File: src/rtl/sclcw_pkg.sv
package sclcw_pkg;

  // Codes carried in the input item's tuser bit.
  localparam logic OP_START = 1'b0;
  localparam logic OP_NEXT  = 1'b1;

  // Outcome of one major-axis step, passed from the step logic to the walker.
  typedef struct packed {
    logic       finish;   // step count has reached the major delta
    logic [1:0] n_cells;  // cells produced by the step, corners first, main last
  } step_ctrl_t;

endpackage

File: src/rtl/sclcw_step.sv
module sclcw_step #(
  parameter int COORD_WIDTH = 16
) (
  input  logic [COORD_WIDTH-1:0]   cur_x,
  input  logic [COORD_WIDTH-1:0]   cur_y,
  input  logic [COORD_WIDTH-1:0]   abs_dx,
  input  logic [COORD_WIDTH-1:0]   abs_dy,
  input  logic                     x_negative,
  input  logic                     y_negative,
  input  logic [COORD_WIDTH+2:0]   err_now,
  input  logic [COORD_WIDTH+2:0]   err_before,
  input  logic [COORD_WIDTH-1:0]   step_count,
  output sclcw_pkg::step_ctrl_t    ctrl,
  output logic [COORD_WIDTH-1:0]   new_x,
  output logic [COORD_WIDTH-1:0]   new_y,
  output logic [COORD_WIDTH+2:0]   new_err,
  output logic [2*COORD_WIDTH-1:0] cell0,
  output logic [2*COORD_WIDTH-1:0] cell1,
  output logic [2*COORD_WIDTH-1:0] cell2
);

  localparam int EW = COORD_WIDTH + 3;

  logic                     x_major;
  logic [COORD_WIDTH-1:0]   major;
  logic [COORD_WIDTH-1:0]   minor;
  logic [COORD_WIDTH:0]     two_major;
  logic [EW-1:0]            err_add;
  logic [EW-1:0]            err_sub;
  logic [EW-1:0]            err_sum;
  logic                     diag;
  logic                     s_lt;
  logic                     s_gt;
  logic [COORD_WIDTH-1:0]   x_stepped;
  logic [COORD_WIDTH-1:0]   y_stepped;
  logic [2*COORD_WIDTH-1:0] corner_a;
  logic [2*COORD_WIDTH-1:0] corner_b;
  logic [2*COORD_WIDTH-1:0] main_cell;

  always_comb begin
    x_major   = abs_dx >= abs_dy;
    major     = x_major ? abs_dx : abs_dy;
    minor     = x_major ? abs_dy : abs_dx;
    two_major = {major, 1'b0};

    err_add = err_now + EW'({minor, 1'b0});
    diag    = err_add > EW'(two_major);
    err_sub = err_add - EW'(two_major);
    err_sum = err_sub + err_before;
    s_lt    = err_sum < EW'(two_major);
    s_gt    = err_sum > EW'(two_major);

    x_stepped = x_negative ? cur_x - COORD_WIDTH'(1) : cur_x + COORD_WIDTH'(1);
    y_stepped = y_negative ? cur_y - COORD_WIDTH'(1) : cur_y + COORD_WIDTH'(1);
    new_x     = (x_major || diag) ? x_stepped : cur_x;
    new_y     = (!x_major || diag) ? y_stepped : cur_y;
    new_err   = diag ? err_sub : err_add;

    // On a diagonal move the step-back corners are the old position on one axis.
    corner_a  = {new_y, cur_x};
    corner_b  = {cur_y, new_x};
    main_cell = {new_y, new_x};

    ctrl.finish = step_count == major;
    cell0       = main_cell;
    cell1       = main_cell;
    cell2       = main_cell;
    if (!diag) begin
      ctrl.n_cells = 2'd1;
    end else if (s_lt) begin
      ctrl.n_cells = 2'd2;
      cell0        = x_major ? corner_b : corner_a;
    end else if (s_gt) begin
      ctrl.n_cells = 2'd2;
      cell0        = x_major ? corner_a : corner_b;
    end else begin
      ctrl.n_cells = 2'd3;
      cell0        = corner_a;
      cell1        = corner_b;
    end
  end

endmodule

File: src/rtl/supercover_line_cell_walker_unit.sv
// Supercover line walker: one item in, one result item out, for every item.
// Latency: a result appears on the master side the cycle after its item is accepted.
// Throughput: one item per clock while the master side is ready; the step logic sits between state and result register.
// Reset (rst, synchronous, active high) clears the walker to "finished", so a next
// item before any start reports line done; queued cell storage is not reset.
module supercover_line_cell_walker_unit #(
  parameter int COORD_WIDTH = 16
) (
  input  logic clk,
  input  logic rst,
  input  logic s_tvalid,
  output logic s_tready,
  // start_x, start_y, end_x, end_y from the lowest bit up, zero padded to bytes
  input  logic [((4*COORD_WIDTH+7)/8)*8-1:0] s_tdata,
  // opcode
  input  logic s_tuser,
  output logic m_tvalid,
  input  logic m_tready,
  // cell_x, cell_y from the lowest bit up, zero padded to bytes
  output logic [((2*COORD_WIDTH+7)/8)*8-1:0] m_tdata,
  // point_valid
  output logic m_tuser,
  // line_done
  output logic m_tlast
);

  localparam int OUT_DATA_W = ((2 * COORD_WIDTH + 7) / 8) * 8;
  localparam int EW         = COORD_WIDTH + 3;
  localparam int CW         = 2 * COORD_WIDTH;

  // Walker state.
  logic [COORD_WIDTH-1:0] cur_x;
  logic [COORD_WIDTH-1:0] cur_y;
  logic [COORD_WIDTH-1:0] abs_dx;
  logic [COORD_WIDTH-1:0] abs_dy;
  logic                   x_negative;
  logic                   y_negative;
  logic [EW-1:0]          err_now;
  logic [EW-1:0]          err_before;
  logic [COORD_WIDTH-1:0] step_count;
  logic [1:0]             pending_head;
  logic [1:0]             pending_count;
  logic                   finished_flag;
  logic [CW-1:0]          pending_cells [3];

  // Result register.
  logic          res_valid;
  logic [CW-1:0] res_cell;
  logic          res_point;
  logic          res_done;

  logic accept;

  // Start decoding.
  logic signed [COORD_WIDTH-1:0] start_x;
  logic signed [COORD_WIDTH-1:0] start_y;
  logic signed [COORD_WIDTH-1:0] end_x;
  logic signed [COORD_WIDTH-1:0] end_y;
  logic signed [COORD_WIDTH:0]   dx;
  logic signed [COORD_WIDTH:0]   dy;
  logic [COORD_WIDTH:0]          mag_x;
  logic [COORD_WIDTH:0]          mag_y;

  // Step results.
  sclcw_pkg::step_ctrl_t  step_ctrl;
  logic [COORD_WIDTH-1:0] step_x;
  logic [COORD_WIDTH-1:0] step_y;
  logic [EW-1:0]          step_err;
  logic [CW-1:0]          step_cell0;
  logic [CW-1:0]          step_cell1;
  logic [CW-1:0]          step_cell2;

  // The output register frees itself whenever the downstream side takes the
  // waiting result, so a new item can be taken in the same cycle.
  assign s_tready = !res_valid || m_tready;
  assign accept   = s_tvalid && s_tready;

  assign m_tvalid = res_valid;
  assign m_tdata  = OUT_DATA_W'(res_cell);
  assign m_tuser  = res_point;
  assign m_tlast  = res_done;

  always_comb begin
    start_x = s_tdata[COORD_WIDTH-1:0];
    start_y = s_tdata[2*COORD_WIDTH-1:COORD_WIDTH];
    end_x   = s_tdata[3*COORD_WIDTH-1:2*COORD_WIDTH];
    end_y   = s_tdata[4*COORD_WIDTH-1:3*COORD_WIDTH];
    dx      = (COORD_WIDTH+1)'(end_x) - (COORD_WIDTH+1)'(start_x);
    dy      = (COORD_WIDTH+1)'(end_y) - (COORD_WIDTH+1)'(start_y);
    mag_x   = dx[COORD_WIDTH] ? -dx : dx;
    mag_y   = dy[COORD_WIDTH] ? -dy : dy;
  end

  sclcw_step #(
    .COORD_WIDTH(COORD_WIDTH)
  ) u_step (
    .cur_x      (cur_x),
    .cur_y      (cur_y),
    .abs_dx     (abs_dx),
    .abs_dy     (abs_dy),
    .x_negative (x_negative),
    .y_negative (y_negative),
    .err_now    (err_now),
    .err_before (err_before),
    .step_count (step_count),
    .ctrl       (step_ctrl),
    .new_x      (step_x),
    .new_y      (step_y),
    .new_err    (step_err),
    .cell0      (step_cell0),
    .cell1      (step_cell1),
    .cell2      (step_cell2)
  );

  // Control state. A next item first drains the queue; only an empty queue
  // makes the walker take a major-axis step, whose first cell is returned at
  // once while the rest wait in the queue.
  always_ff @(posedge clk) begin
    if (rst) begin
      cur_x         <= '0;
      cur_y         <= '0;
      abs_dx        <= '0;
      abs_dy        <= '0;
      x_negative    <= 1'b0;
      y_negative    <= 1'b0;
      err_now       <= '0;
      err_before    <= '0;
      step_count    <= '0;
      pending_head  <= '0;
      pending_count <= '0;
      finished_flag <= 1'b1;
      res_valid     <= 1'b0;
      res_point     <= 1'b0;
      res_done      <= 1'b0;
    end else begin
      if (accept) begin
        res_valid <= 1'b1;
        if (s_tuser == sclcw_pkg::OP_START) begin
          x_negative    <= dx[COORD_WIDTH];
          y_negative    <= dy[COORD_WIDTH];
          abs_dx        <= mag_x[COORD_WIDTH-1:0];
          abs_dy        <= mag_y[COORD_WIDTH-1:0];
          cur_x         <= start_x;
          cur_y         <= start_y;
          err_now       <= (mag_x[COORD_WIDTH-1:0] >= mag_y[COORD_WIDTH-1:0]) ?
                           EW'(mag_x[COORD_WIDTH-1:0]) : EW'(mag_y[COORD_WIDTH-1:0]);
          err_before    <= (mag_x[COORD_WIDTH-1:0] >= mag_y[COORD_WIDTH-1:0]) ?
                           EW'(mag_x[COORD_WIDTH-1:0]) : EW'(mag_y[COORD_WIDTH-1:0]);
          step_count    <= '0;
          pending_head  <= '0;
          pending_count <= 2'd1;
          finished_flag <= 1'b0;
          res_point     <= 1'b0;
          res_done      <= 1'b0;
        end else if (pending_head < pending_count) begin
          pending_head <= pending_head + 2'd1;
          res_point    <= 1'b1;
          res_done     <= 1'b0;
        end else if (finished_flag || step_ctrl.finish) begin
          // Line exhausted: the queue stays empty and every next item says done.
          pending_head  <= '0;
          pending_count <= '0;
          finished_flag <= 1'b1;
          res_point     <= 1'b0;
          res_done      <= 1'b1;
        end else begin
          cur_x         <= step_x;
          cur_y         <= step_y;
          err_now       <= step_err;
          err_before    <= step_err;
          step_count    <= step_count + COORD_WIDTH'(1);
          pending_head  <= 2'd1;
          pending_count <= step_ctrl.n_cells;
          res_point     <= 1'b1;
          res_done      <= 1'b0;
        end
      end else if (m_tready) begin
        res_valid <= 1'b0;
      end
    end
  end

  // Queue storage and returned cell; neither needs a reset value.
  always_ff @(posedge clk) begin
    if (accept) begin
      if (s_tuser == sclcw_pkg::OP_START) begin
        pending_cells[0] <= {start_y, start_x};
        res_cell         <= '0;
      end else if (pending_head < pending_count) begin
        res_cell <= pending_cells[pending_head];
      end else if (!finished_flag && !step_ctrl.finish) begin
        pending_cells[0] <= step_cell0;
        pending_cells[1] <= step_cell1;
        pending_cells[2] <= step_cell2;
        res_cell         <= step_cell0;
      end else begin
        res_cell <= '0;
      end
    end
  end

endmodule
File: config.mk
export PLATFORM = sky130hd
export DESIGN_NAME = supercover_line_cell_walker_unit
export DESIGN_NICKNAME = d
export VERILOG_FILES = /design/src/rtl/sclcw_pkg.sv /design/src/rtl/sclcw_step.sv /design/src/rtl/supercover_line_cell_walker_unit.sv
export SDC_FILE = /design/constraint.sdc
export NUM_CORES = 1
export LEC_CHECK = 0
export BUFFER_PORTS_ARGS = -buffer_cell sky130_fd_sc_hd__buf_2
export CAP_MARGIN = 20
export CORE_MARGIN = 4
export CORE_UTILIZATION = 50
export DETAILED_ROUTE_END_ITERATION = 8
export PLACE_DENSITY_LB_ADDON = 0.12
export SLEW_MARGIN = 20
export SYNTH_ARGS = -nofsm -noshare
export SYNTH_HDL_FRONTEND = slang
export SYNTH_SLANG_ARGS = --single-unit
export TNS_END_PERCENT = 20
File: constraint.sdc
create_clock -name clk -period 12 [get_ports clk]
set_clock_uncertainty 0.05 [all_clocks]
set_input_delay 3 -clock clk [delete_from_list [all_inputs] [get_ports clk]]
set_output_delay 3 -clock clk [all_outputs]
set_load 0.05 [all_outputs]
## After elaboration in Yosys (flattened, before gate mapping)

Memory sizes are Yosys's and may differ from the RTL's. A register that Yosys moved wholly into a read port is not among the register bits.
Cells that the tools add are included.
Widths: inputs -> output; s select.

- Memories: 1
- Input port bits: 69
- Register bits: 141
- Memory bits (writable): 96

Memory list:

| memory | depth | bits a word | read ports | clocked after memory_dff | wr ports | line | text |
|---|---|---|---|---|---|---|---|
| pending_cells | 3 | 32 | 1 | 1 | 3 | supercover_line_cell_walker_unit.sv:44 | `logic [CW-1:0] pending_cells [3];` |

- Eq/ne operators: 4
- Reductions and logical operators: 15
- Mux-type cells: 63
- $add $sub $neg: 13
- $lt $le $gt $ge: 6
- Bitwise gates (word level): 2

Operator list:

| kind | number |
|---|---|
| $mux 32 | 11 |
| $mux 16 | 18 |
| $mux 19 | 4 |
| $add 16x1->16 const B | 3 |
| $gt 19x17->1 | 2 |
| $sub 16x16->17 | 2 |
| $ge 16x16->1 | 2 |
| $neg 16->16 | 2 |
| $sub 16x1->16 const B | 2 |
| $mux 1 | 21 |
| $add 19x17->19 | 1 |
| $add 19x19->19 | 1 |
| $lt 19x17->1 | 1 |
| $sub 19x17->19 | 1 |
| $mux 2 | 9 |
| $eq 16x16->1 | 1 |
| $reduce_and 3->1 | 2 |
| $logic_not 1->1 | 4 |
| $logic_or 1x1->1 | 4 |
| $ne 2x2->1 const B | 2 |
| $reduce_and 2->1 | 2 |
| $add 2x1->2 const B | 1 |
| $logic_and 1x1->1 | 2 |
| $lt 2x2->1 | 1 |
| 4 further kinds | 4 |

## Logic depth before layout (Yosys ltp)

Gate-level depths: netlist of run 1.

- Word-level depth: 12
- Gate-level depth with buffers: 45
- Depth with buffers taken out: 42

## Hierarchy

Synthesis of run 1 repeated with hierarchy kept, for this count alone.

- Cell total of the unflattened synthesis: 2186
- Area, all modules: 19356.1 um^2

By module, submodules not included:

| module | times used | area an instance (um^2) | cells an instance |
|---|---|---|---|
| supercover_line_cell_walker_unit | 1 | 12643.4 | 1305 |
| sclcw_step | 1 | 6712.7 | 881 |

## Worst setup path before layout of run 1

No wires, ideal clock.

- Path kind: flip-flop to flip-flop
- Start point: register abs_dy[11]
- End point: register res_cell[27], in the netlist m_tdata[27], data pin
- Required time: 11.678 ns
- Clock period less this slack: 9.033 ns
- Arrival time: 8.711 ns
- Setup slack: 2.967 ns
- Cell stages (with the launch flop): 45
- Path through: dfxtp_1 -> inv_1 -> ha_1 -> nand2_1 -> o21ai_0 -> nor2_1 -> a21boi_2 -> nor2_2 -> clkbuf_1 -> clkbuf_1 -> o21ai_0 -> ha_1 -> fa_1 -> a211oi_2 -> o21ai_1 -> o31ai_4 -> nor2b_1 -> o21ai_0 -> [... 9 more ...] -> ha_1 -> nand2_1 -> nor2_1 -> a21oi_1 -> o211ai_1 -> xor2_1 -> ha_1 -> nand2_1 -> nor2_1 -> a221oi_1 -> o21ai_0 -> a31o_2 -> a21boi_0 -> o31ai_4 -> buf_2 -> mux2_2 -> nand2_1 -> o211ai_1

- Word-level cells in the longest chain between the ends: 12

RTL lines:

| what | line | text |
|---|---|---|
| start: declaration | supercover_line_cell_walker_unit.sv:35 | `logic [COORD_WIDTH-1:0] abs_dy;` |
| start signal: assignment | supercover_line_cell_walker_unit.sv:142 | `abs_dy <= mag_y[COORD_WIDTH-1:0];` |
| parallel branches: the longest is 10 deep, another holds $add 19x17->19 | n/a |  |
| $mux 32 (*) | supercover_line_cell_walker_unit.sv:191 | `end else if (!finished_flag && !step_ctrl.finish) begin` |
| $mux 32 (*) | supercover_line_cell_walker_unit.sv:189 | `end else if (pending_head < pending_count) begin` |
| end signal: assignment | supercover_line_cell_walker_unit.sv:190 | `res_cell <= pending_cells[pending_head];` |
| end signal: assignment | supercover_line_cell_walker_unit.sv:195 | `res_cell <= step_cell0;` |
| end: declaration | supercover_line_cell_walker_unit.sv:48 | `logic [CW-1:0] res_cell;` |

Mark *: on every way between the ends.
A chain may end at the register's enable or synchronous reset.

## Worst setup path after layout of run 1

- Start point: register abs_dx[0]
- End point: register res_cell[5], in the netlist m_tdata[5], data pin

- Word-level cells in the longest chain between the ends: 12

RTL lines:

| what | line | text |
|---|---|---|
| start: declaration | supercover_line_cell_walker_unit.sv:34 | `logic [COORD_WIDTH-1:0] abs_dx;` |
| start signal: assignment | supercover_line_cell_walker_unit.sv:141 | `abs_dx <= mag_x[COORD_WIDTH-1:0];` |
| parallel branches: the longest is 10 deep, another holds $add 19x17->19 | n/a |  |
| $mux 32 (*) | supercover_line_cell_walker_unit.sv:191 |  |
| $mux 32 (*) | supercover_line_cell_walker_unit.sv:189 |  |

Marks and branches as above.

==> flow_summary_export.csv, run 1 <==
group,metric,value,unit
routing,wl,57.7,mm
outcome,status,"finished, final reports clean",
global_routing,grt_start_max_net_pins,91,
logic_synthesis,synth-simple-area-share,0.158,
sta,max_freq,94.3,MHz
routing,ant_nets,0,
sta,relSlewSlack,0.272,
clock_network,numCtsBuffers,28,
pwr,p_clk_frac,0.184,
clock_network,cts_resized,0,
worst_setup_path,cp_slowest_stage_delay,850,ps
hold_path,hold_path_class,"reg -> reg",
logic_synthesis,synth-seq-cells,223,
pwr,p_comb_frac,0.630,
pwr,powerDensity,243,nW/µm²
pwr,leakage,8.60,nW
logic_synthesis,yosysTopAreaCellShare,0.184,
logic_synthesis,syn-num-nets,2350,
logic_synthesis,syn_area,18300,µm²
placement,gp_congestion,0.949,
pwr,p_sw,2.24,mW
worst_setup_path,slowest_stage,"o31ai_4",
global_routing,grt_pass1_wl,89.2,mm
sta,setup_violations,0,
sta,setup_tns,0,ps
floorplan,coreArea,35800,µm²
logic_synthesis,ys_warn_count,0,
floorplan,dieHeight,199,µm
global_routing,globalRouteOverflowTotal,0,
worst_setup_path,start_kind,"flip-flop",
cells_and_area,fin_cells,2665,
placement,place_ws,1710,ps
pwr,seqPwrFrac,0.187,
pwr,irDropWorstVdd,0.189,mV
logic_synthesis,syn_area_per_cell,8.67,µm²
clock_network,cts_tree,"yes",
logic_synthesis,synthTopCellsByArea,"edfxtp_1 18%, dfxtp_1 12%, ha_1 11%, mux2_2 5.2%, nand2_1 4.6%",
placement,dp.cells,2613,
placement,port_buffers,104,
cells_and_area,layout.nets,2420,
logic_synthesis,synth_mux_area_frac,0.0973,
logic_synthesis,async_flop_share,0,
floorplan,start_util,0.511,
pwr,switching_share,0.455,
logic_synthesis,ys.flop_type,"edfxtp_1",
cells_and_area,layout-drive-gt1-share,0.135,
worst_setup_path,crit_type,"reg -> reg",
pwr,p_int,2.69,mW
worst_setup_path,cp_common_cell,"ha_1",
sta,finalCritPeriodShare,0.883,
clock_network,htreeDepth,1,
routing,drc_errors,0,
cells_and_area,layout_commonest_cell,"nand2_1",
global_routing,grt_pass1_vias,15645,
floorplan,num_rows,69,
sta,finalWorstSetupSlack,1400,ps
floorplan,ios,105,
clock_network,cts.reportedPaths.clkPinSlew,60,ps
placement,hpwlAfterDp,41.6,mm
worst_setup_path,cp-end-kind,"flip-flop",
clock_network,cts-root-buf,"clkbuf_16",
cells_and_area,final_cell_mix,"226 x nand2_1, 162 x ha_1, 161 x nor2_1",
clock_network,cts_buffer_depth,3,
floorplan,die_area,39700,µm²
routing,drtIter0Drc,1319,
global_routing,grtUsageTotal,0.284,
sta,rsz0062_at_grt,"no",
routing,via_count,16263,
logic_synthesis,yosys.area.top_type,"edfxtp_1",
flow_run,maxCapViolations,0,
logic_synthesis,synth-adder-area-share,0.118,
logic_synthesis,synth_seq_area_share,0.305,
sta,final-hold-violation-count,0,
floorplan,die-width,199,µm
logic_synthesis,synth_compound_area_frac,0.201,
worst_setup_path,cp_max_fo,36,
clock_network,cts.sinks,223,
logic_synthesis,netlist_instances,2112,
cells_and_area,antennaDiodeCount,0,
logic_synthesis,synth_top_family_by_area,"compound AO/OA/AOI/OAI gates",
routing,avgRoutedWirePerCell,21.6,µm
logic_synthesis,synthXorXnorAreaFrac,0.0768,
global_routing,antenna_found_initial,0,
cells_and_area,area_growth_syn_to_layout,10.8,%
routing,first_pass_iters,7,
clock_network,clk_latency,590,ps
sta,whs,405,ps
sta,final_max_slew_viol_count,0,
logic_synthesis,synth_cell_types,92,
worst_setup_path,worstPathRequired,12240,ps
sta,period_minus_slack,10600,ps
routing,avgViaCountPerCell,6.10,
clock_network,postCtsHoldBufs,0,
logic_synthesis,synth_edf_count,112,
sta,worst_pin_slew,1090,ps
worst_setup_path,arrival,10840,ps
pwr,p_total,4.93,mW
clock_network,cts_setup_buffers,0,
## state kept, by name (all words and copies together) (netlist names), named ones only
register,count
abs_dx,16
abs_dy,16
cur_x,16
cur_y,16
err_before,19
finished_flag,1
m_tdata,32
m_tlast,1
m_tuser,1
m_tvalid,1
pending_cells,80
pending_count,2
pending_head,2
step_count,16
x_negative,1
y_negative,1
## per-layer routing
metal | track usage | share of wire
met5 | 0 | 0
met3 | 0.0322 | 0.055
met4 | 0.0780 | 0.028
met1 | 0.385 | 0.44
met2 | 0.483 | 0.47
## cell usage after synthesis (all sizes together), types with 26 or more instances
master,count
o211ai,29
nand2,226
dfxtp,111
ha,162
mux2,84
a21o,44
o21ai,124
a21oi,149
nand3,66
inv,109
mux2i,80
xor2,62
xnor2,94
a31oi,44
nand4,26
clkbuf,73
edfxtp,112
nand2b,27
nor2,164
nor3,30
a211oi,35
## cell type report
type	instances	area [µm²]
fillers	3311	15500
multi-input cells	1689	12000
flip-flops and latches	223	5590
clock buffers	42	857
repair buffers	130	738
well taps	461	577
inverters	110	414
clock inverters	10	138
## worst max-delay path: cells and delay by family (launching register included)
kind | cells | cell delay, ps
multiplexers | 2 | 650
flip-flops | 1 | 320
XOR/XNOR | 3 | 500
AO/OA/AOI/OAI | 19 | 5910
adder cells (fa/ha/maj) | 5 | 1420
buffers and inverters | 3 | 750
AND/OR/NAND/NOR | 5 | 660
## worst paths after layout
kind,from,endpoint,cells past startpoint,slack (ps)
setup reg to reg,abs_dx[0],m_tdata[5],37,1400
hold reg to reg,m_tlast,m_tlast,2,400
hold / removal,m_tlast,m_tlast,2,400
setup / recovery,abs_dx[0],m_tdata[5],37,1400
## through the flow
stage	util	cell area, µm²
floorplan	-	18300
global placement	0.538	19300
detailed placement	0.539	19300
CTS	0.566	20300
global route	0.566	20300
finish	0.566	20300
## logic make-up (layout without fill, tap and decap cells)
logic type	count (synthesis)	after routing
AO/OA/AOI/OAI	570	570
multiplexers	165	165
flip-flops	223	223
AND/OR/NAND/NOR	628	628
XOR/XNOR	157	157
adder cells (fa/ha/maj)	169	169
buffers and inverters	200	292
## power by group through the flow
| stage | clock, mW | combinational, mW | sequential (mW) |
|---|---|---|---|
| after floorplan | 0 | 2.29 | 0.956 |
| after global placement | 0 | 2.99 | 0.935 |
| after detailed placement | 0 | 3.06 | 0.936 |
| after CTS | 0.912 | 3.08 | 0.920 |
| after global routing | 0.944 | 3.40 | 0.925 |
| final | 0.906 | 3.11 | 0.921 |
No activity file was read; power rests on OpenSTA's default activity.
==> run 2, diff against run 1 <==
--- a/config.mk
+++ b/config.mk
@@ -5,6 +5,7 @@
 export SDC_FILE = /design/constraint.sdc
 export NUM_CORES = 1
 export LEC_CHECK = 0
+export ABC_AREA = 1
 export BUFFER_PORTS_ARGS = -buffer_cell sky130_fd_sc_hd__buf_2
 export CAP_MARGIN = 20
 export CORE_MARGIN = 4
==> flow_summary_export.csv, run 2 <==
group,metric,value,unit
outcome,status,"finished, final reports clean",
routing,via_count,18522,
cells_and_area,regMostFlops,"pending_cells",
worst_setup_path,slowest_stage,"nand2_2",
worst_setup_path,cp_max_fo,94,
floorplan,die_area,41000,µm²
floorplan,num_rows,70,
flow_run,maxCapViolations,0,
logic_synthesis,yosys-top-cells-count,"603 x nand2_1, 317 x inv_1, 261 x a21oi_1",
routing,avgRoutedWirePerCell,20.1,µm
routing,wl,64.5,mm
cells_and_area,postLayoutCellArea,20700,µm²
worst_setup_path,worstPathRequired,12200,ps
logic_synthesis,syn_area_per_cell,7.22,µm²
sta,final_max_slew_viol_count,0,
clock_network,postCtsHoldBufs,0,
sta,final-hold-violation-count,0,
logic_synthesis,ys_warn_count,0,
routing,avgViaCountPerCell,5.77,
worst_setup_path,start_kind,"flip-flop",
sta,finalCritPeriodShare,0.887,
cells_and_area,fillers,3628,
cells_and_area,fin_cells,3209,
worst_setup_path,cp_common_cell,"nand2_1",
worst_setup_path,r2r_end,"pending_cells[0][10]",
clock_network,cts.sinks,223,
logic_synthesis,async_flop_share,0,
sta,setup_violations,0,
clock_network,cts_tree,"yes",
worst_setup_path,arrival,10850,ps
placement,postPlaceCellArea,19800,µm²
cells_and_area,area_growth_syn_to_layout,9.35,%
sta,finalWorstSetupSlack,1350,ps
worst_setup_path,r2r-start,"abs_dy[3]",
clock_network,cts-root-buf,"clkbuf_16",
clock_network,cts.reportedPaths.clkPinSlew,60,ps
floorplan,dieHeight,202,µm
logic_synthesis,synth_most_common_cell,"nand2_1",
hold_path,hold_start,"m_tlast",
logic_synthesis,ys.flop_type,"edfxtp_1",
pwr,powerDensity,307,nW/µm²
logic_synthesis,yosys.area.top_type,"edfxtp_1",
logic_synthesis,yosysTopAreaCellShare,0.178,
worst_setup_path,endpoint,"pending_cells[0][10]",
cells_and_area,layout_commonest_cell,"nand2_1",
cells_and_area,largest_reg_flops,80,
placement,dp.cells,3159,
floorplan,coreArea,37000,µm²
worst_setup_path,cp-end-kind,"flip-flop",
sta,relSlewSlack,0.302,
sta,rsz0062_at_grt,"no",
global_routing,grt_pass1_wl,98.8,mm
routing,first_pass_iters,6,
placement,gp_congestion,0.947,
routing,drtIter0Drc,1378,
sta,max_freq,93.9,MHz
clock_network,cts_buffer_depth,3,
sta,period_minus_slack,10650,ps
logic_synthesis,synth_seq_area_share,0.296,
placement,hpwlAfterDp,47.6,mm
cells_and_area,layout-drive-gt1-share,0.0888,
floorplan,ios,105,
logic_synthesis,synth_edf_count,112,
pwr,p_total,6.35,mW
worst_setup_path,crit_type,"reg -> reg",
global_routing,grtUsageTotal,0.303,
routing,ant_nets,0,
clock_network,cts_setup_buffers,0,
logic_synthesis,syn_area,18900,µm²
global_routing,grt_start_max_net_pins,95,
logic_synthesis,netlist_instances,2618,
clock_network,numCtsBuffers,26,
pwr,irDropWorstVdd,0.454,mV
clock_network,cts_resized,0,
cells_and_area,final_cell_mix,"603 x nand2_1, 317 x inv_1, 260 x a21oi_1",
floorplan,start_util,0.511,
placement,place_ws,1460,ps
logic_synthesis,syn-num-nets,2856,
sta,worst_pin_slew,1040,ps
hold_path,hold_path_class,"reg -> reg",
logic_synthesis,synth-seq-cells,223,
logic_synthesis,synthTopCellsByArea,"edfxtp_1 18%, nand2_1 12%, dfxtp_1 12%, ha_1 11%, a21oi_1 6.9%",
worst_setup_path,startpoint,"abs_dy[3]",
logic_synthesis,synth_cell_types,64,
cells_and_area,layout.nets,2922,
pwr,leakage,9.41,nW
floorplan,die-width,202,µm
worst_setup_path,cp_slowest_stage_delay,840,ps
sta,setup_tns,0,ps
global_routing,globalRouteOverflowTotal,0,
routing,drc_errors,0,
clock_network,clk_latency,550,ps
clock_network,htreeDepth,1,
worst_setup_path,worst-r2r-setup-slack,1350,ps
worst_setup_path,r2r_cells,45,
hold_path,min_path_cells,2,
placement,port_buffers,104,
global_routing,antenna_found_initial,1,
global_routing,grt_pass1_vias,17594,
[run 2: cell count changes after synthesis, moves of 64 or more]
cell     change
mux2_2      -68
a21oi_1    +114
nand2_1    +377
nand3_1     +64
inv_1      +209
o21ai_0     +77
[run 2: logic make-up after synthesis]
logic type | count (synthesis) | share of synthesized area
and+or+nand+nor | 974 | 0.221
AOI/OAI and AO/OA | 649 | 0.192
buffers and inverters | 425 | 0.0908
DFF | 223 | 0.296
adders and majority gates | 169 | 0.115
xor gates and xnor gates | 146 | 0.0681
muxes | 32 | 0.0180
[run 2: worst min path at each step]
stage	slack, ps	endpoint
2_1_floorplan	400	pending_count[1]
3_3_place_gp	400	m_tuser
3_5_place_dp	410	m_tlast
4_1_cts	420	m_tlast
5_1_grt	460	m_tlast
6_report	420	m_tlast
[run 2: final cells by class]
| type | count | area, µm² | share of cell area |
|---|---|---|---|
| Multi-Input combinational cell | 1970 | 11600 | 0.562 |
| Sequential cell | 223 | 5590 | 0.270 |
| Inverter | 334 | 1250 | 0.0607 |
| Clock buffer | 39 | 761 | 0.0368 |
| Timing Repair Buffer | 129 | 728 | 0.0352 |
| Tap cell | 504 | 631 | 0.0305 |
| Clock inverter | 9 | 93.8 | 0.00454 |
| Antenna cell | 1 | 2.50 | 0.000121 |
[run 2: where the power goes]
part / leakage (nW) / internal, mW / total, mW / switching, mW
clock network: 0.424 / 0.478 / 0.807 / 0.328
logic: 7.02 / 1.49 / 4.56 / 3.07
registers: 1.97 / 0.938 / 0.986 / 0.0480
total: 9.41 / 2.91 / 6.35 / 3.45
[run 2: metrics by stage]
step,hold WS (ps),utilization
floorplan,400,-
global placement,404,0.535
detailed placement,407,0.535
CTS,416,0.558
global route,456,0.559
finish,415,0.559
[run 2: metal layers]
metal	GRT usage	wire, µm	vias to the layer above
li1	-	-	9024
met1	0.396	27100	8606
met2	0.505	29500	746
met3	0.0449	5000	146
met4	0.123	2840	0
met5	0	0	-
[run 2: worst max-delay path, delay by kind of cell, from the launching register on]
family	cells	cell delay [ps]
flops	1	350
simple gates	20	4020
buf+inv	4	730
fa+ha+maj	5	1630
compound gates	13	2850
xor+xnor	3	660
